[config.mk]
export PLATFORM = sky130hd
export DESIGN_NAME = capacity_capped_share_split_unit_flat
export DESIGN_NICKNAME = d
export VERILOG_FILES = /design/src/rtl/core/ccss_pkg.sv /design/src/rtl/core/ccss_if.sv /design/src/rtl/core/capacity_capped_share_split_unit.sv /design/src/flat_wrapper.sv
export SDC_FILE = /design/constraint.sdc
export NUM_CORES = 2
export LEC_CHECK = 0
export BUFFER_PORTS_ARGS = -buffer_cell sky130_fd_sc_hd__buf_2
export CORE_MARGIN = 2
export CORE_UTILIZATION = 57
export DETAILED_ROUTE_END_ITERATION = 12
export GPL_TIMING_DRIVEN = 0
export HOLD_SLACK_MARGIN = 0.05
export PLACE_DENSITY = 0.86
export SYNTH_ARGS = -nofsm -noshare
export SYNTH_HDL_FRONTEND = slang
export SYNTH_SLANG_ARGS = --single-unit
export TNS_END_PERCENT = 10
[constraint.sdc]
create_clock -name clock -period 13.6 [get_ports clock]
set_input_delay 1.36 -clock clock [delete_from_list [all_inputs] [get_ports clock]]
set_output_delay 1.36 -clock clock [all_outputs]
set_load 0.02 [all_outputs]
[src/rtl/core/ccss_pkg.sv]
// Package for the capacity capped share split unit.
// Holds widths, register indexes and the sequencer state type; no dependencies.
package ccss_pkg;

   localparam int MAX_RANKS   = 64;
   localparam int COUNT_WIDTH = 32;
   localparam int NUM_W       = 7;
   localparam int RANK_W      = 6;
   localparam int CNT_W       = $clog2(MAX_RANKS + 1);
   localparam int IDX_W       = $clog2(MAX_RANKS);
   localparam int SUM_W       = COUNT_WIDTH + NUM_W;
   localparam int STEP_W      = $clog2(COUNT_WIDTH);
   localparam int CSR_IDX_W   = 2;
   localparam int CSR_DATA_W  = 32;

   typedef enum logic [CSR_IDX_W-1:0] {
      CSR_TOTAL   = 2'd0,
      CSR_NRANKS  = 2'd1,
      CSR_MY_RANK = 2'd2
   } csr_index_type;

   typedef enum logic [2:0] {
      ST_LOAD,
      ST_DIV,
      ST_SUM_RD,
      ST_SUM_ACC,
      ST_DEF,
      ST_WALK_RD,
      ST_WALK_ACC,
      ST_DONE
   } state_type;

endpackage

[src/rtl/core/ccss_if.sv]
// Stream channel interfaces for the capacity capped share split unit.
// Request carries one rank's free space, response one count; uses ccss_pkg widths.
interface ccss_req_if import ccss_pkg::*; ();
   logic                   valid;
   logic                   ready;
   logic [COUNT_WIDTH-1:0] space_left;
   logic                   last;

   modport source (output valid, output space_left, output last, input ready);
   modport sink   (input valid, input space_left, input last, output ready);
endinterface

interface ccss_rsp_if import ccss_pkg::*; ();
   logic                   valid;
   logic                   ready;
   logic [COUNT_WIDTH-1:0] local_count;

   modport source (output valid, output local_count, input ready);
   modport sink   (input valid, input local_count, output ready);
endinterface

[src/rtl/core/capacity_capped_share_split_unit.sv]
// Capacity capped share split: per-rank free space store, bit-serial divider and
// a rank walker that caps even shares and hands out the shortfall.
// Depends on ccss_pkg and the ccss_req_if / ccss_rsp_if interfaces.
// A beat without last is taken while loading; after a last beat the result appears
// after COUNT_WIDTH divide steps, a capping pass over the n ranks and a shortfall walk
// over ranks 0 to my_rank, read through the single memory read port. No new beat is
// taken until the result is in the response register. Reset (synchronous, active
// high) clears the sequencer, rank count and response valid and resets the config.
module capacity_capped_share_split_unit import ccss_pkg::*; (
   input  logic                  clock,
   input  logic                  reset,
   ccss_req_if.sink              req_chan,
   ccss_rsp_if.source            rsp_chan,
   input  logic                  csr_we,
   input  logic [CSR_IDX_W-1:0]  csr_idx,
   input  logic [CSR_DATA_W-1:0] csr_wdata
);

   state_type state_ff, state_in;

   logic [COUNT_WIDTH-1:0] total_ff;
   logic [NUM_W-1:0]       nranks_ff;
   logic [RANK_W-1:0]      my_rank_ff;

   logic [COUNT_WIDTH-1:0] space_mem [MAX_RANKS];
   logic [COUNT_WIDTH-1:0] rd_ff;

   logic [CNT_W-1:0]       cnt_ff, cnt_in;
   logic [NUM_W-1:0]       n_ff, n_in;
   logic [IDX_W-1:0]       idx_ff, idx_in;
   logic [STEP_W-1:0]      step_ff, step_in;
   logic [COUNT_WIDTH-1:0] quo_ff, quo_in;
   logic [NUM_W-1:0]       rem_ff, rem_in;
   logic [SUM_W-1:0]       sum_ff, sum_in;
   logic [COUNT_WIDTH-1:0] def_ff, def_in;
   logic [COUNT_WIDTH-1:0] result_ff, result_in;
   logic                   rsp_valid_ff, rsp_valid_in;
   logic [COUNT_WIDTH-1:0] rsp_data_ff, rsp_data_in;

   logic                   req_beat;
   logic                   slot_free;
   logic [NUM_W-1:0]       n_sat;
   logic [NUM_W:0]         div_tmp;
   logic                   div_ge;
   logic [NUM_W:0]         div_diff;
   logic [COUNT_WIDTH-1:0] ideal;
   logic [COUNT_WIDTH-1:0] cap;
   logic [COUNT_WIDTH-1:0] share;
   logic [COUNT_WIDTH-1:0] room;
   logic [COUNT_WIDTH-1:0] give;
   logic                   is_last_rank;

   assign req_beat  = req_chan.valid && req_chan.ready;
   assign slot_free = !rsp_valid_ff || rsp_chan.ready;

   always_comb begin
      priority if (nranks_ff == '0) begin
         n_sat = NUM_W'(1);
      end else if (nranks_ff > NUM_W'(MAX_RANKS)) begin
         n_sat = NUM_W'(MAX_RANKS);
      end else begin
         n_sat = nranks_ff;
      end
   end

   // shared divider step and per-rank cap unit
   assign div_tmp  = {rem_ff, quo_ff[COUNT_WIDTH-1]};
   assign div_ge   = div_tmp >= {1'b0, n_ff};
   assign div_diff = div_tmp - {1'b0, n_ff};

   assign ideal = quo_ff + COUNT_WIDTH'({1'b0, idx_ff} < rem_ff);
   assign cap   = (CNT_W'(idx_ff) < cnt_ff) ? rd_ff : '0;
   assign share = (ideal < cap) ? ideal : cap;
   assign room  = cap - share;
   assign give  = (room < def_ff) ? room : def_ff;
   assign is_last_rank = ({1'b0, idx_ff} == (n_ff - NUM_W'(1)));

   always_ff @(posedge clock) begin
      if (reset) begin
         total_ff   <= '0;
         nranks_ff  <= NUM_W'(1);
         my_rank_ff <= '0;
      end else if (csr_we) begin
         unique case (csr_idx)
            CSR_TOTAL:   total_ff   <= csr_wdata[COUNT_WIDTH-1:0];
            CSR_NRANKS:  nranks_ff  <= csr_wdata[NUM_W-1:0];
            CSR_MY_RANK: my_rank_ff <= csr_wdata[RANK_W-1:0];
            default: ;
         endcase
      end
   end

   always_ff @(posedge clock) begin
      if (req_beat && (cnt_ff < CNT_W'(MAX_RANKS))) begin
         space_mem[cnt_ff[IDX_W-1:0]] <= req_chan.space_left;
      end
      rd_ff <= space_mem[idx_ff];
   end

   always_comb begin
      state_in = state_ff;
      unique case (state_ff)
         ST_LOAD:     if (req_beat && req_chan.last) state_in = ST_DIV;
         ST_DIV:      if (step_ff == STEP_W'(COUNT_WIDTH - 1)) state_in = ST_SUM_RD;
         ST_SUM_RD:   state_in = ST_SUM_ACC;
         ST_SUM_ACC:  state_in = is_last_rank ? ST_DEF : ST_SUM_RD;
         ST_DEF:      state_in = ({1'b0, my_rank_ff} >= n_ff) ? ST_DONE : ST_WALK_RD;
         ST_WALK_RD:  state_in = ST_WALK_ACC;
         ST_WALK_ACC: if (idx_ff == my_rank_ff) state_in = ST_DONE;
                      else state_in = ST_WALK_RD;
         ST_DONE:     if (slot_free) state_in = ST_LOAD;
         default:     state_in = ST_LOAD;
      endcase
   end

   always_comb begin
      cnt_in       = cnt_ff;
      n_in         = n_ff;
      idx_in       = idx_ff;
      step_in      = step_ff;
      quo_in       = quo_ff;
      rem_in       = rem_ff;
      sum_in       = sum_ff;
      def_in       = def_ff;
      result_in    = result_ff;
      rsp_valid_in = rsp_valid_ff && !rsp_chan.ready;
      rsp_data_in  = rsp_data_ff;
      unique case (state_ff)
         ST_LOAD: begin
            if (req_beat && (cnt_ff < CNT_W'(MAX_RANKS))) cnt_in = cnt_ff + CNT_W'(1);
            n_in    = n_sat;
            quo_in  = total_ff;
            rem_in  = '0;
            step_in = '0;
            sum_in  = '0;
            idx_in  = '0;
         end
         ST_DIV: begin
            quo_in  = {quo_ff[COUNT_WIDTH-2:0], div_ge};
            rem_in  = div_ge ? div_diff[NUM_W-1:0] : div_tmp[NUM_W-1:0];
            step_in = step_ff + STEP_W'(1);
         end
         ST_SUM_RD: ;
         ST_SUM_ACC: begin
            sum_in = sum_ff + SUM_W'(share);
            idx_in = is_last_rank ? '0 : idx_ff + IDX_W'(1);
         end
         ST_DEF: begin
            def_in    = total_ff - sum_ff[COUNT_WIDTH-1:0];
            result_in = '0;
            idx_in    = '0;
         end
         ST_WALK_RD: ;
         ST_WALK_ACC: begin
            result_in = share + give;
            def_in    = def_ff - give;
            if (idx_ff != my_rank_ff) idx_in = idx_ff + IDX_W'(1);
         end
         ST_DONE: begin
            if (slot_free) begin
               rsp_valid_in = 1'b1;
               rsp_data_in  = result_ff;
               cnt_in       = '0;
               sum_in       = '0;
            end
         end
         default: ;
      endcase
   end

   always_ff @(posedge clock) begin
      if (reset) begin
         state_ff     <= ST_LOAD;
         cnt_ff       <= '0;
         sum_ff       <= '0;
         rsp_valid_ff <= 1'b0;
      end else begin
         state_ff     <= state_in;
         cnt_ff       <= cnt_in;
         sum_ff       <= sum_in;
         rsp_valid_ff <= rsp_valid_in;
      end
   end

   always_ff @(posedge clock) begin
      n_ff        <= n_in;
      idx_ff      <= idx_in;
      step_ff     <= step_in;
      quo_ff      <= quo_in;
      rem_ff      <= rem_in;
      def_ff      <= def_in;
      result_ff   <= result_in;
      rsp_data_ff <= rsp_data_in;
   end

   always_comb begin
      req_chan.ready       = (state_ff == ST_LOAD);
      rsp_chan.valid       = rsp_valid_ff;
      rsp_chan.local_count = rsp_data_ff;
   end

endmodule

[src/flat_wrapper.sv]
// flat-port wrapper written by rule: the top's interface ports become plain ports
module capacity_capped_share_split_unit_flat import ccss_pkg::*;
  (clock, reset, csr_we, csr_idx, csr_wdata, req_chan_valid, req_chan_space_left, req_chan_last, req_chan_ready, rsp_chan_valid, rsp_chan_local_count, rsp_chan_ready);
  ccss_req_if req_chan_i ();
  ccss_rsp_if rsp_chan_i ();
  input  logic clock;
  input  logic reset;
  input  logic csr_we;
  input  logic [CSR_IDX_W-1:0] csr_idx;
  input  logic [CSR_DATA_W-1:0] csr_wdata;
  input wire logic [$bits(req_chan_i.valid)-1:0] req_chan_valid;
  input wire logic [$bits(req_chan_i.space_left)-1:0] req_chan_space_left;
  input wire logic [$bits(req_chan_i.last)-1:0] req_chan_last;
  output wire logic [$bits(req_chan_i.ready)-1:0] req_chan_ready;
  output wire logic [$bits(rsp_chan_i.valid)-1:0] rsp_chan_valid;
  output wire logic [$bits(rsp_chan_i.local_count)-1:0] rsp_chan_local_count;
  input wire logic [$bits(rsp_chan_i.ready)-1:0] rsp_chan_ready;
  assign req_chan_i.valid = req_chan_valid;
  assign req_chan_i.space_left = req_chan_space_left;
  assign req_chan_i.last = req_chan_last;
  assign req_chan_ready = req_chan_i.ready;
  assign rsp_chan_valid = rsp_chan_i.valid;
  assign rsp_chan_local_count = rsp_chan_i.local_count;
  assign rsp_chan_i.ready = rsp_chan_ready;
  capacity_capped_share_split_unit u_core (.clock(clock), .reset(reset), .req_chan(req_chan_i), .rsp_chan(rsp_chan_i), .csr_we(csr_we), .csr_idx(csr_idx), .csr_wdata(csr_wdata));
endmodule
Yosys cells after proc, flatten, opt, wreduce, memory -nomap -nowiden:

Memories as Yosys holds them, arrays and structs flattened. A register that Yosys moved wholly into a read port is not among the register bits.
Cells that the tools add are included.

* word-level logic and storage cells: 108
* output and inout bits: 34
* memories kept: 1
* input port bits: 72
* RAM bits: 2048
* bits in registers: 248

Memory list
* u_core.space_mem: words 64, width 32, read ports 1, clocked after memory_dff 1, wr ports 1, RTL line capacity_capped_share_split_unit.sv:25 `logic [COUNT_WIDTH-1:0] space_mem [MAX_RANKS];`

* magnitude comparators: 8
* equality and inequality tests: 18
* reductions and logical operators: 25
* add/sub/neg operators: 11
* mux-type cells: 29

Operators with widths (count)
* one-hot mux 32 bit (2 select lines): 3
* one-hot mux 39 bit (3 select lines): 1
* two-way mux 32 bit: 3
* subtractor 32 bit: 3
* less-than comparator 32 bit: 2
* adder 39 x 32 -> 39 bit: 1
* two-way mux 39 bit: 1
* adder 32 x 1 -> 32 bit: 1
* adder 32 bit: 1
* two-way mux 7 bit: 4
* one-hot mux 7 bit (2 select lines): 2
* one-hot mux 3 bit (8 select lines): 1
* one-hot mux 6 bit (3 select lines): 1
* less-than comparator 6 x 7 -> 1 bit: 2
* equality test 3 bit, second input constant: 4
* two-way mux 3 bit: 4
* two-way mux 6 bit: 2
* AND reduction 2 bit: 6
* one-hot mux 5 bit (2 select lines): 1
* greater-or-equal comparator 8 x 7 -> 1 bit: 1
* adder 7 x 1 -> 7 bit, second input constant: 1
* equality test 6 x 7 -> 1 bit: 1
* greater-or-equal comparator 6 x 7 -> 1 bit: 1
* > comparator 7 bit, second input constant: 1
* 26 further kinds: 43

Longest topological paths before layout:

* word-level depth: 9
* mapped depth: 73
* depth with buffers taken out: 67

Worst setup path before layout:

Ideal clock, no wire load.

* path kind: flip-flop to flip-flop
* start: register u_core.idx_ff[1]
* end: register u_core.def_ff[31] (data pin)
* setup slack: -56 ps
* path buffers: 6
* data arrival time: 13386 ps
* data required time: 13331 ps
* period minus slack after synthesis: 13656 ps
* stages on the path, launching flop included: 71
* setup time: 269 ps
* cell sequence: edfxtp_1 -> ha_1 -> o21ai_0 -> nand2b_1 -> a21oi_1 -> nor2b_1 -> o21ai_0 -> nand2b_1 -> a21oi_1 -> or2_2 -> ha_1 -> ha_1 -> nand3_2 -> nor4_1 -> and2_1 -> nand3_1 -> nor2_1 -> xor2_1 -> [... 35 more ...] -> nand2_1 -> inv_1 -> ha_1 -> o21a_1 -> o21ai_0 -> a21oi_1 -> o211ai_1 -> nand3_1 -> nor4_1 -> or4_1 -> o31a_1 -> o31ai_4 -> a31oi_1 -> nor3_2 -> o41ai_2 -> o21ai_1 -> xor2_1 -> mux2i_1

* cells in the longest elaborated chain, start to end: 9
* elaborated cells on any way between the ends: 11
* those cells by class: 3 x add/sub; 4 x order compare; 4 x mux

RTL lines
* from (decl): RTL line capacity_capped_share_split_unit.sv:30 `logic [IDX_W-1:0] idx_ff, idx_in;`
* from (signal assigned): RTL line capacity_capped_share_split_unit.sv:187 `idx_ff <= idx_in;`
* less-than comparator 6 x 7 -> 1 bit, on equally long branches: RTL line capacity_capped_share_split_unit.sv:71, capacity_capped_share_split_unit.sv:72
* adder 32 x 1 -> 32 bit or two-way mux 32 bit (tied branches): RTL line capacity_capped_share_split_unit.sv:71, capacity_capped_share_split_unit.sv:72
* less-than comparator 32 bit: RTL line capacity_capped_share_split_unit.sv:73 `assign share = (ideal < cap) ? ideal : cap;`
* two-way mux 32 bit: RTL line capacity_capped_share_split_unit.sv:73
* subtractor 32 bit *: RTL line capacity_capped_share_split_unit.sv:74 `assign room = cap - share;`
* less-than comparator 32 bit: RTL line capacity_capped_share_split_unit.sv:75 `assign give = (room < def_ff) ? room : def_ff;`
* two-way mux 32 bit *: RTL line capacity_capped_share_split_unit.sv:75
* subtractor 32 bit *: RTL line capacity_capped_share_split_unit.sv:156 `def_in = def_ff - give;`
* one-hot mux 32 bit (2 select lines) *: RTL line capacity_capped_share_split_unit.sv:128 `unique case (state_ff)`
* named net u_core.def_in[31]: RTL line capacity_capped_share_split_unit.sv:35 `logic [COUNT_WIDTH-1:0] def_ff, def_in;`
* to (signal assigned): RTL line capacity_capped_share_split_unit.sv:191 `def_ff <= def_in;`
* to (decl): RTL line capacity_capped_share_split_unit.sv:35

The timed path passes the listed nets; every way through them passes the cells marked *.
A chain may end at the register's enable or synchronous reset.

Final worst setup path:

* start: register u_core.rem_ff[1]
* end: register u_core.def_ff[25] (data pin)

* cells in the longest elaborated chain, start to end: 9

RTL lines
* from (decl): RTL line capacity_capped_share_split_unit.sv:33 `logic [NUM_W-1:0] rem_ff, rem_in;`
* from (signal assigned): RTL line capacity_capped_share_split_unit.sv:190 `rem_ff <= rem_in;`
* less-than comparator 6 x 7 -> 1 bit *: RTL line capacity_capped_share_split_unit.sv:71 `assign ideal = quo_ff + COUNT_WIDTH'({1'b0, idx_ff} < rem_ff);`
* adder 32 x 1 -> 32 bit *: RTL line capacity_capped_share_split_unit.sv:71
* less-than comparator 32 bit: RTL line capacity_capped_share_split_unit.sv:73
* two-way mux 32 bit *: RTL line capacity_capped_share_split_unit.sv:73
* subtractor 32 bit *: RTL line capacity_capped_share_split_unit.sv:74
* less-than comparator 32 bit: RTL line capacity_capped_share_split_unit.sv:75
* two-way mux 32 bit *: RTL line capacity_capped_share_split_unit.sv:75
* subtractor 32 bit *: RTL line capacity_capped_share_split_unit.sv:156
* one-hot mux 32 bit (2 select lines) *: RTL line capacity_capped_share_split_unit.sv:128
* named net u_core.def_in[25]: RTL line capacity_capped_share_split_unit.sv:35

Marks and branches as above.

==> impl_metrics.toml <==
[synthesis]
post_synth_main_area_contributors = "edfxtp_1, mux4_2, mux2i_1"
yosys_warnings = 0
async_reset_ff_share_pct = 0
post-synth-top-area-fraction_pct = 66.0
most_used_standard_cell_by_instance_count_after_synthesis = "edfxtp_1"
syn_nets = 6695
ys_dominant_reg_cell = "edfxtp_1"
post_synth_inst_count = 6386
total_standard_cell_area_after_synthesis_mm2 = 0.100
synth.ff_latch_count = 2321
yosys.cell_types.count = 95
synth_commonest_cells = "edfxtp_1, mux2i_1, nand2_1"
yosysSeqAreaShare_pct = 68.4
synth.avg_cell_area_um2 = 15.7
cell_type_contributing_the_most_total_cell_area_after_synthesis = "edfxtp_1"
synth-edff-count = 2201

[clocking]
cts.path.max_buffers = 3
clkSinkCount = 2321
count_of_h_tree_levels_built_during_cts = 4
tritoncts = "built"
cts_buffers = 217
clock_latency_ps = 920
clkSlewWorstSetupHoldPaths_ps = 60
clock_tree.root_cell = "clkbuf_16"

[critical_path]
critical_path.endpoint_type = "register"
arrival_time_at_the_worst_endpoint_ps = 14490
cp_max_fo = 10
launch_point_of_the_worst_path = "u_core.rem_ff[1]$_SDFFCE_PN0P_"
rr_worst_depth = 72
timing.critical_path.required_ps = 14180
crit-reg2reg-launch = "u_core.rem_ff[1]$_SDFFCE_PN0P_"
critPathKind = "register to register"
worstSetupStartpointType = "register"
critPathMostFrequentCell = "nand4_1"
slowest_delay_ps = 570
r2r-end = "u_core.def_ff[25]$_DFFE_PP_"
slowest_cp_cell = "or4_4"
critical_path.endpoint = "u_core.def_ff[25]$_DFFE_PP_"
rrSetupSlack_ps = -320

[sta]
clock-skew-final_ps = 88.2
timing.max_slew.rel_slack_pct = -6.28
setup_violations = 13
worst_pin_slew_ps = 1590
final-max-slew-violation-count = 152
final-hold-violation-count = 0
fin_hold_ws_ps = 406
setup_slack_ps = -315
final.period_utilization_pct = 102
timing.fmax_mhz = 71.9
post-route-min-period_ps = 13920
rsz_0062_raised_after_global_routing = "true"

[detailed_routing]
route.detailed.wl_per_inst_um = 34.4
postRouteAntennaNets = 0
vias = 65600
wl_mm = 323
dr.first_iter.drc_count = 10500
drt_pre_antenna_iters = 10
via_per_inst = 6.99
drc = 0

[place]
final_wtd_congestion = 0.999
worst_slack_after_detailed_placement_ps = -5700
dp.final_hpwl_mm = 209
io_buffer_count = 105

[floorplan]
die_height_um = 423
die_area_mm2 = 0.179
fp.dieW_um = 423
initial_core_util_pct = 57.5
core.rowCount = 153
core_area_mm2 = 0.174
io_pins = 106

[power]
vdd.ir_drop.worst_mv = 0.192
total_leakage_power_nw = 38.6
power.density_mw_per_mm2 = 180

[finish]
syn2layout_area_growth_pct = 14.4
regArea_mm2 = 0.0685
multi_input_area_mm2 = 0.0309
post_route_cells_drive_above_1_share_pct = 16.1
nets = 7165
n_fill_cell = 11200

[global_route]
initial_antenna_violation_count = 36
number_of_global_route_vias_before_repair = 64500
grt_max_degree = 65
overflow = 0
track_usage_pct = 35.7
global_route_wire_length_before_repair_mm = 455

[worst_hold_path]
timing.hold.worst.class = "register to register"
worst_hold_path.num_cells = 0

[status]
outcome = "finished, violations left"
failed_checks = "capacitance limit, slew limit, setup timing"

[job]
cap_violations = 9
==> state kept, by name (all words and copies together), names as in the netlist <==
register / cells
u_core.idx_ff: 6
u_core.rsp_chan.local_count: 32
u_core.my_rank_ff: 6
u_core.state_ff: 3
u_core.total_ff: 32
u_core.sum_ff: 32
u_core.step_ff: 5
u_core.rd_ff: 32
u_core.cnt_ff: 7
u_core.result_ff: 32
u_core.def_ff: 32
u_core.space_mem: 2048
u_core.n_ff: 7
u_core.rem_ff: 7
u_core.rsp_chan.valid: 1
u_core.quo_ff: 32
u_core.nranks_ff: 7
==> cells in the final DEF, fill, tap and decap left out, types with 151 or more instances in the layout <==
| cell | instances |
|---|---|
| mux2i_1 | 491 |
| nand2_1 | 483 |
| o221ai_1 | 237 |
| inv_1 | 208 |
| clkbuf_16 | 224 |
| edfxtp_1 | 2201 |
| a21oi_1 | 317 |
| clkbuf_1 | 218 |
| mux4_2 | 310 |
| o21ai_0 | 151 |
| nor2_1 | 232 |
| ha_1 | 224 |
==> worst max-delay path, delay by kind of cell, from the launching register on <==
family                   cells  cell delay, ps
AO/OA/AOI/OAI               26            5200
AND/OR/NAND/NOR             22            3860
buffers and inverters       14            1960
adder cells (fa/ha/maj)      7            1690
XOR/XNOR                     3             460
flip-flops                   1             400
==> routing by layer <==
layer  GRT usage, %  part of all wire (%)
met4           26.4                   9.1
met1           41.9                    32
met2           55.9                    46
met5              0                 0.052
met3           10.9                    13
==> cell families (layout without fill, tap and decap cells) <==
family	after synthesis	count (layout)	synth area share (%)
other cells	0	18	0
compound gates	1197	1197	8.09
xor+xnor	176	176	1.58
fa+ha+maj	240	240	3.01
mux	806	806	11.9
flops	2321	2321	68.4
simple gates	1136	1136	5.06
buf+inv	510	1166	1.93
==> how the worst min path moves through the flow <==
stage / startpoint / to / slack (ps)
after detailed placement: u_core.result_ff[0]$_SDFFCE_PN0P_ / u_core.rsp_chan.local_count[0]$_DFFE_PP_ / 410
final: u_core.result_ff[17]$_SDFFCE_PN0P_ / u_core.rsp_chan.local_count[17]$_DFFE_PP_ / 410
after global routing: u_core.result_ff[17]$_SDFFCE_PN0P_ / u_core.rsp_chan.local_count[17]$_DFFE_PP_ / 430
after CTS: u_core.result_ff[17]$_SDFFCE_PN0P_ / u_core.rsp_chan.local_count[17]$_DFFE_PP_ / 410
after global placement: u_core.result_ff[0]$_SDFFCE_PN0P_ / u_core.rsp_chan.local_count[0]$_DFFE_PP_ / 400
after floorplan: u_core.result_ff[0]$_SDFFCE_PN0P_ / u_core.rsp_chan.local_count[0]$_DFFE_PP_ / 400
==> stage by stage <==
| stage | utilization [%] | total power, mW | setup TNS, ps | std cells | cell area [µm²] |
|---|---|---|---|---|---|
| floorplan | - | 11.8 | 0 | 6386 | 100000 |
| global placement | 59.5 | 13.3 | -265260 | 8816 | 104000 |
| detailed placement | 60.7 | 13.5 | -270570 | 8884 | 106000 |
| CTS | 65.5 | 20.2 | 0 | 9333 | 114000 |
| global route | 65.8 | 21.3 | -17980 | 9372 | 115000 |
| finish | 65.8 | 20.7 | -2120 | 9385 | 115000 |
==> timing repair <==
item,in CTS,in global routing
pin swaps,59,70
setup buffers,44,36
endpoints found under the setup margin,64,39
gates resized for setup,144,42
hold buffers,0,0
==> layout make-up <==
| cell class | count | share of cell area (%) |
|---|---|---|
| flip-flops and latches | 2321 | 59.8 |
| multi-input cells | 3555 | 27.0 |
| clock buffers | 259 | 4.93 |
| well taps | 2325 | 2.54 |
| repair buffers | 253 | 2.48 |
| clock inverters | 146 | 1.48 |
| plain buffers | 293 | 1.10 |
| inverters | 215 | 0.704 |
| diodes | 18 | 0.0393 |
==> power by group <==
part	leakage [nW]	internal [mW]	switching [mW]
logic	13.9	2.51	3.88
registers	21.1	7.88	0.0544
clock network	3.57	3.51	2.81
total	38.6	13.9	6.75
(Power assumes the default switching activity.)
